===== src/hw/rtl/pfr_pkg.sv =====
// Package for the primitive fill rasterizer: command and status types,
// mode and state codes, shared widths. Depends on nothing.
package pfr_pkg;

    // Signed working width for screen coordinates and edge vectors
    localparam int CRD_W = 11;
    // Width of one product of two coordinates
    localparam int PRD_W = 2 * CRD_W;
    // Pixel color index width
    localparam int PIX_W = 5;
    // Written-pixel count width, saturating
    localparam int CNT_W = 13;
    localparam logic [CNT_W-1:0] CNT_MAX = '1;

    typedef enum logic [2:0] {
        MODE_CLEAR  = 3'd0,
        MODE_PLOT   = 3'd1,
        MODE_RECT   = 3'd2,
        MODE_CIRCLE = 3'd3,
        MODE_TRI    = 3'd4,
        MODE_READ   = 3'd5
    } mode_t;

    typedef enum logic [2:0] {
        ST_INIT,
        ST_INIT_WAIT,
        ST_IDLE,
        ST_DRAW,
        ST_READ,
        ST_DONE
    } ctl_state_t;

    typedef enum logic [1:0] {
        RS_IDLE,
        RS_SETUP,
        RS_SCAN,
        RS_DRAIN
    } rs_state_t;

    // One drawing command handed to the rasterizer
    typedef struct packed {
        mode_t             mode;
        logic signed [7:0] row_a;
        logic signed [7:0] col_a;
        logic signed [7:0] row_b;
        logic signed [7:0] col_b;
        logic signed [7:0] row_c;
        logic signed [7:0] col_c;
        logic [5:0]        radius;
        logic [PIX_W-1:0]  color;
    } draw_cmd_t;

    // Rasterizer status back to the control
    typedef struct packed {
        logic             busy;
        logic [CNT_W-1:0] count;
    } draw_stat_t;

endpackage


===== src/hw/rtl/pfr_raster.sv =====
// Rasterizer: sets up the clipped box of a command, scans it one pixel per
// cycle, tests coverage in a two-stage pipe and issues framebuffer writes.
// Depends on pfr_pkg.
module pfr_raster #(
    parameter int SIDE = 64,
    localparam int AW = $clog2(SIDE * SIDE)
) (
    input  logic                      aclk,
    input  logic                      aresetn,
    input  logic                      start,
    input  pfr_pkg::draw_cmd_t        cmd,
    output pfr_pkg::draw_stat_t       stat,
    output logic                      wr_en,
    output logic [AW-1:0]             wr_addr,
    output logic [pfr_pkg::PIX_W-1:0] wr_data
);
    import pfr_pkg::*;

    localparam int CW = $clog2(SIDE);
    localparam logic signed [CRD_W-1:0] MAX_CRD = CRD_W'(SIDE - 1);

    function automatic logic signed [CRD_W-1:0] clip_lo(input logic signed [CRD_W-1:0] v);
        clip_lo = (v < 0) ? '0 : v;
    endfunction

    function automatic logic signed [CRD_W-1:0] clip_hi(input logic signed [CRD_W-1:0] v);
        clip_hi = (v > MAX_CRD) ? MAX_CRD : v;
    endfunction

    function automatic logic signed [CRD_W-1:0] min3(input logic signed [CRD_W-1:0] a,
                                                     input logic signed [CRD_W-1:0] b,
                                                     input logic signed [CRD_W-1:0] c);
        logic signed [CRD_W-1:0] m;
        m = (a < b) ? a : b;
        min3 = (m < c) ? m : c;
    endfunction

    function automatic logic signed [CRD_W-1:0] max3(input logic signed [CRD_W-1:0] a,
                                                     input logic signed [CRD_W-1:0] b,
                                                     input logic signed [CRD_W-1:0] c);
        logic signed [CRD_W-1:0] m;
        m = (a > b) ? a : b;
        max3 = (m > c) ? m : c;
    endfunction

    rs_state_t state_reg, state_next;
    draw_cmd_t cmd_reg;

    // setup results
    logic [CW-1:0] r_hi_reg, c_lo_reg, c_hi_reg;
    logic          empty_reg, empty_next;
    logic signed [CRD_W-1:0] e0r_reg, e0c_reg, e1r_reg, e1c_reg;
    logic signed [PRD_W-1:0] k_reg;
    logic [11:0]             rr_reg;

    // scan position
    logic [CW-1:0] cur_r_reg, cur_c_reg, cur_r_next, cur_c_next;

    // stage 1: products
    logic                    v1_reg, v1_next;
    logic [AW-1:0]           a1_reg;
    logic signed [PRD_W-1:0] p0_reg, p1_reg, p2_reg, p3_reg;

    // stage 2: write and count
    logic             w_en_reg, w_en_next;
    logic [AW-1:0]    w_addr_reg;
    logic [CNT_W-1:0] count_reg, count_next;

    // Setup arithmetic from the latched command
    logic signed [CRD_W-1:0] ra, ca, rb, cb, rc, cc, rad_s;
    logic signed [CRD_W-1:0] lo_r, hi_r, lo_c, hi_c;
    logic signed [CRD_W-1:0] clo_r, chi_r, clo_c, chi_c;
    logic signed [CRD_W-1:0] e0r_c, e0c_c, e1r_c, e1c_c;
    logic signed [PRD_W-1:0] ka, kb, k_c;
    logic [11:0]             rr_c;
    logic                    rev;

    always_comb begin
        ra    = CRD_W'(cmd_reg.row_a);
        ca    = CRD_W'(cmd_reg.col_a);
        rb    = CRD_W'(cmd_reg.row_b);
        cb    = CRD_W'(cmd_reg.col_b);
        rc    = CRD_W'(cmd_reg.row_c);
        cc    = CRD_W'(cmd_reg.col_c);
        rad_s = CRD_W'(cmd_reg.radius);
        e0c_c = cc - ca;
        e0r_c = rc - ra;
        e1c_c = cb - ca;
        e1r_c = rb - ra;
        ka    = e0c_c * e1r_c;
        kb    = e0r_c * e1c_c;
        k_c   = ka - kb;
        rr_c  = cmd_reg.radius * cmd_reg.radius;
        lo_r  = '0;
        hi_r  = MAX_CRD;
        lo_c  = '0;
        hi_c  = MAX_CRD;
        rev   = 1'b0;
        unique case (cmd_reg.mode)
            MODE_CLEAR: begin
                rev = 1'b0;
            end
            MODE_RECT: begin
                lo_r = ra;
                hi_r = rb;
                lo_c = ca;
                hi_c = cb;
                rev  = (ra > rb) || (ca > cb);
            end
            MODE_CIRCLE: begin
                lo_r = rc - rad_s;
                hi_r = rc + rad_s;
                lo_c = cc - rad_s;
                hi_c = cc + rad_s;
            end
            MODE_TRI: begin
                lo_r = min3(ra, rb, rc);
                hi_r = max3(ra, rb, rc);
                lo_c = min3(ca, cb, cc);
                hi_c = max3(ca, cb, cc);
                rev  = (k_c == '0);
            end
            default: begin
                rev = 1'b1;
            end
        endcase
        clo_r      = clip_lo(lo_r);
        chi_r      = clip_hi(hi_r);
        clo_c      = clip_lo(lo_c);
        chi_c      = clip_hi(hi_c);
        empty_next = rev || (clo_r > chi_r) || (clo_c > chi_c);
    end

    // Scan sequencer
    logic scan_v;

    always_comb begin
        state_next = state_reg;
        cur_r_next = cur_r_reg;
        cur_c_next = cur_c_reg;
        scan_v     = 1'b0;
        unique case (state_reg)
            RS_IDLE: begin
                if (start) begin
                    state_next = RS_SETUP;
                end
            end
            RS_SETUP: begin
                cur_r_next = clo_r[CW-1:0];
                cur_c_next = clo_c[CW-1:0];
                state_next = RS_SCAN;
            end
            RS_SCAN: begin
                if (empty_reg) begin
                    state_next = RS_DRAIN;
                end else begin
                    scan_v = 1'b1;
                    if (cur_c_reg == c_hi_reg) begin
                        cur_c_next = c_lo_reg;
                        if (cur_r_reg == r_hi_reg) begin
                            state_next = RS_DRAIN;
                        end else begin
                            cur_r_next = cur_r_reg + 1'b1;
                        end
                    end else begin
                        cur_c_next = cur_c_reg + 1'b1;
                    end
                end
            end
            RS_DRAIN: begin
                if (!v1_reg) begin
                    state_next = RS_IDLE;
                end
            end
            default: begin
                state_next = RS_IDLE;
            end
        endcase
    end

    // Stage 1 operands: squared offsets for a disc, edge crosses for a triangle
    logic signed [CRD_W-1:0] pr, pc, dr, dc, e2r, e2c;
    logic signed [CRD_W-1:0] m0a, m0b, m1a, m1b;
    logic signed [PRD_W-1:0] p0_next, p1_next, p2_next, p3_next;
    logic [AW-1:0]           a1_next;

    always_comb begin
        pr  = CRD_W'(cur_r_reg);
        pc  = CRD_W'(cur_c_reg);
        dr  = pr - rc;
        dc  = pc - cc;
        e2r = pr - ra;
        e2c = pc - ca;
        if (cmd_reg.mode == MODE_CIRCLE) begin
            m0a = dr;
            m0b = dr;
            m1a = dc;
            m1b = dc;
        end else begin
            m0a = e2c;
            m0b = e1r_reg;
            m1a = e2r;
            m1b = e1c_reg;
        end
        p0_next = m0a * m0b;
        p1_next = m1a * m1b;
        p2_next = e0c_reg * e2r;
        p3_next = e0r_reg * e2c;
        a1_next = AW'(cur_r_reg) * AW'(SIDE) + AW'(cur_c_reg);
        v1_next = scan_v;
    end

    // Stage 2: coverage decision and count
    logic signed [PRD_W:0]   sq_sum, rr_ext, u_val, v_val;
    logic signed [PRD_W+1:0] uv_sum, k_ext;
    logic                    hit;

    always_comb begin
        sq_sum = (PRD_W+1)'(p0_reg) + (PRD_W+1)'(p1_reg);
        rr_ext = (PRD_W+1)'(rr_reg);
        u_val  = (PRD_W+1)'(p0_reg) - (PRD_W+1)'(p1_reg);
        v_val  = (PRD_W+1)'(p2_reg) - (PRD_W+1)'(p3_reg);
        uv_sum = (PRD_W+2)'(u_val) + (PRD_W+2)'(v_val);
        k_ext  = (PRD_W+2)'(k_reg);
        unique case (cmd_reg.mode)
            MODE_CLEAR, MODE_RECT: begin
                hit = 1'b1;
            end
            MODE_CIRCLE: begin
                hit = (sq_sum <= rr_ext);
            end
            MODE_TRI: begin
                if (k_reg > 0) begin
                    hit = (u_val >= 0) && (v_val >= 0) && (uv_sum <= k_ext);
                end else begin
                    hit = (u_val <= 0) && (v_val <= 0) && (uv_sum >= k_ext);
                end
            end
            default: begin
                hit = 1'b0;
            end
        endcase
        w_en_next  = v1_reg && hit;
        count_next = count_reg;
        if (state_reg == RS_IDLE && start) begin
            count_next = '0;
        end else if (w_en_next && count_reg != CNT_MAX) begin
            count_next = count_reg + 1'b1;
        end
    end

    // Control registers
    always_ff @(posedge aclk) begin
        if (!aresetn) begin
            state_reg <= RS_IDLE;
            v1_reg    <= 1'b0;
            w_en_reg  <= 1'b0;
            count_reg <= '0;
        end else begin
            state_reg <= state_next;
            v1_reg    <= v1_next;
            w_en_reg  <= w_en_next;
            count_reg <= count_next;
        end
    end

    // Payload registers
    always_ff @(posedge aclk) begin
        if (state_reg == RS_IDLE && start) begin
            cmd_reg <= cmd;
        end
        if (state_reg == RS_SETUP) begin
            r_hi_reg  <= chi_r[CW-1:0];
            c_lo_reg  <= clo_c[CW-1:0];
            c_hi_reg  <= chi_c[CW-1:0];
            empty_reg <= empty_next;
            e0r_reg   <= e0r_c;
            e0c_reg   <= e0c_c;
            e1r_reg   <= e1r_c;
            e1c_reg   <= e1c_c;
            k_reg     <= k_c;
            rr_reg    <= rr_c;
        end
        cur_r_reg  <= cur_r_next;
        cur_c_reg  <= cur_c_next;
        a1_reg     <= a1_next;
        p0_reg     <= p0_next;
        p1_reg     <= p1_next;
        p2_reg     <= p2_next;
        p3_reg     <= p3_next;
        w_addr_reg <= a1_reg;
    end

    assign stat.busy  = (state_reg != RS_IDLE);
    assign stat.count = count_reg;
    assign wr_en      = w_en_reg;
    assign wr_addr    = w_addr_reg;
    assign wr_data    = cmd_reg.color;

endmodule


===== config.mk =====
export PLATFORM = sky130hd
export DESIGN_NAME = pfr_raster
export DESIGN_NICKNAME = d
export VERILOG_FILES = /design/src/hw/rtl/pfr_pkg.sv /design/src/hw/rtl/pfr_raster.sv
export SDC_FILE = /design/constraint.sdc
export NUM_CORES = 2
export LEC_CHECK = 0
export BUFFER_PORTS_ARGS = -buffer_cell sky130_fd_sc_hd__buf_2
export CAP_MARGIN = 20
export CORE_ASPECT_RATIO = 2
export CORE_MARGIN = 1
export CORE_UTILIZATION = 57
export DETAILED_ROUTE_END_ITERATION = 10
export PLACE_DENSITY = 0.83
export SLEW_MARGIN = 20
export SYNTH_ARGS = -nofsm -noshare
export SYNTH_HDL_FRONTEND = slang
export SYNTH_SLANG_ARGS = --single-unit

===== constraint.sdc =====
create_clock -name aclk -period 10.2 [get_ports aclk]
set_clock_uncertainty 0.15 [all_clocks]
set_input_delay 0.51 -clock aclk [delete_from_list [all_inputs] [get_ports aclk]]
set_output_delay 0.51 -clock aclk [all_outputs]
set_load 0.02 [all_outputs]

==> impl_metrics.py <==
metrics = {
    "die": {
        "row_count": 140,
        "boundaryPins": 97,
        "die_y_um": 385,
        "initial_core_util_pct": 57.5,
        "coreArea_mm2": 0.0727,
        "die_w_um": 194,
        "dieArea_mm2": 0.0745,
    },
    "cells_and_area": {
        "drive_gt1_share_pct": 6.10,
        "layout_commonest_cell": "inv_1",
        "largest_reg_flops": 33,
        "finalNetCount": 5799,
        "layout_common_cells": "830 x inv_1, 551 x fa_1, 514 x ha_1",
        "area_delta_synth_final_pct": 7.53,
    },
    "job": {
        "cap_violations": 0,
    },
    "critical_path": {
        "crit_fanout": 7,
        "cp_common_cell": "fa_1",
        "critPathTopFamily": "adder cells",
        "cp-end-kind": "flip-flop",
        "crit_path_max_incr_delay_ps": 570,
        "crit_type": "reg2reg",
        "critPathBufInv": 5,
        "crit_arrival_ps": 9590,
        "worstSetupStartpointType": "flip-flop",
        "cpMaxStageDelayCell": "fa_1",
        "critPathRequiredTime_ps": 10490,
    },
    "routing": {
        "ant_nets": 0,
        "vias": 33500,
        "drtIter0Drc": 1960,
        "drc": 0,
        "viasPerCell": 5.97,
        "wire_per_inst_um": 22.4,
        "wl_um": 126000,
        "drtPass1Iterations": 5,
    },
    "place": {
        "portBuffers": 96,
        "dp_hpwl_um": 105000,
        "place_congestion": 1.01,
    },
    "synth": {
        "postSynth.asyncResetShare_pct": 0,
        "synth_edf_count": 159,
        "synth_area_mm2": 0.0418,
        "synthCells": 4539,
        "ys_seq_area_share_pct": 17.2,
        "syn_nets": 5670,
        "ys_ff_latch": 280,
        "synth_warnings": 0,
        "ys_types": 96,
        "ys.flop_type": "edfxtp_1",
        "syn_avg_cell_area_um2": 9.22,
    },
    "sta": {
        "fmax_mhz": 108,
        "rsz0062_at_grt": "false",
        "hold_viol_final": 0,
        "drv_slew": 0,
        "tightestPinTransition_ps": 1050,
        "finalCritPeriodShare_pct": 91.1,
        "setup_tns_ps": 0,
        "slew_headroom_pct": 29.3,
        "finalCriticalPeriod_ps": 9300,
        "setup_viol": 0,
    },
    "cts": {
        "htree_levels": 1,
        "clk_latency_ps": 670,
        "cts-root-buf": "clkbuf_16",
        "post-cts-setup-buffers": 0,
        "cts_tree": "built",
        "cts-resized-gates": 0,
        "cts_buffers": 28,
        "clkSlewWorstSetupHoldPaths_ps": 70,
        "cts_buffer_depth": 3,
        "postCtsHoldBufs": 62,
        "cts.sinks": 280,
    },
    "grt": {
        "grt_antenna_before_repair": 10,
        "grt_start_max_net_pins": 75,
        "globalRoute.totalOverflow": 0,
        "grt_pass1_vias": 36100,
        "grt_pass1_wl_um": 194000,
        "grtUsageTotal_pct": 34.4,
    },
    "status": {
        "outcome": "complete, no violations",
    },
    "min_path": {
        "hold_path_class": "in2reg",
    },
}
==> worst register-to-register path, delay by kind of cell (launching register included) <==
kind | cells | cell delay [ps]
adder cells (fa/ha/maj) | 10 | 4500
AO/OA/AOI/OAI | 10 | 2090
multiplexers | 1 | 180
buffers and inverters | 5 | 790
AND/OR/NAND/NOR | 5 | 910
flip-flops | 1 | 460
==> cell families (layout without fill, tap and decap cells) <==
logic type	Yosys count	count (layout)	share of synthesized area, %
adders and majority gates	1066	1066	41.8
DFF	280	280	17.2
and+or+nand+nor	1206	1206	13.8
other	0	10	0
xor gates and xnor gates	240	240	5.02
AOI/OAI and AO/OA	738	738	11.8
buffers and inverters	929	1080	8.43
muxes	80	80	2.02
==> area by class of cell <==
class	instances	area (µm²)
Multi-Input combinational cell	3330	31200
Tap cell	923	1150
Clock buffer	33	751
Sequential cell	280	7200
Inverter	834	3130
Fill cell	5843	27700
Antenna cell	10	25.0
Timing Repair Buffer	194	1370
Clock inverter	19	173
==> worst paths after layout <==
kind	start	to	slack [ps]	cells past startpoint
worst max-delay path	cmd_reg[19]	empty_reg	900	31
worst min-delay path	aresetn	v1_reg	160	3
worst max register to register	cmd_reg[19]	empty_reg	900	31
worst min register to register	a1_reg[10]	wr_addr[10]	180	0
==> routing by layer <==
layer  vias up  wire length (µm)  track usage (%)
met1     16500             39300             31.3
met5         -                42                0
met2      1257             65800             64.3
met4         6             14700             33.5
li1      15100                 -                -
met3       631              6270             5.02
==> synthesized netlist by cell type (all sizes together), types with 74 or more instances <==
cell | n | share of area [%]
o21ai | 111 | 1.3
nand2 | 377 | 3.4
dfxtp | 121 | 5.8
a21oi | 218 | 2.6
fa | 551 | 26
edfxtp | 159 | 11
xor2 | 74 | 1.5
ha | 515 | 15
clkbuf | 78 | 0.70
a21o | 81 | 1.5
xnor2 | 166 | 3.5
and2 | 126 | 1.9
nor2 | 312 | 2.8
inv | 830 | 7.4
==> through the flow <==
stage	instances	hold WS (ps)	worst slack [ps]	area, µm²	utilization, %
3_3_place_gp	5499	162	1180	43400	59.7
4_1_cts	5613	135	946	44900	61.8
3_5_place_dp	5499	163	1020	43400	59.7
2_1_floorplan	4539	160	1810	41800	-
6_report	5623	161	903	45000	61.9
5_1_grt	5619	180	489	45000	61.9
Power is left out: the tool's default activity adds up to more than one toggle a clock period on the data nets, which glitch-free logic cannot reach.
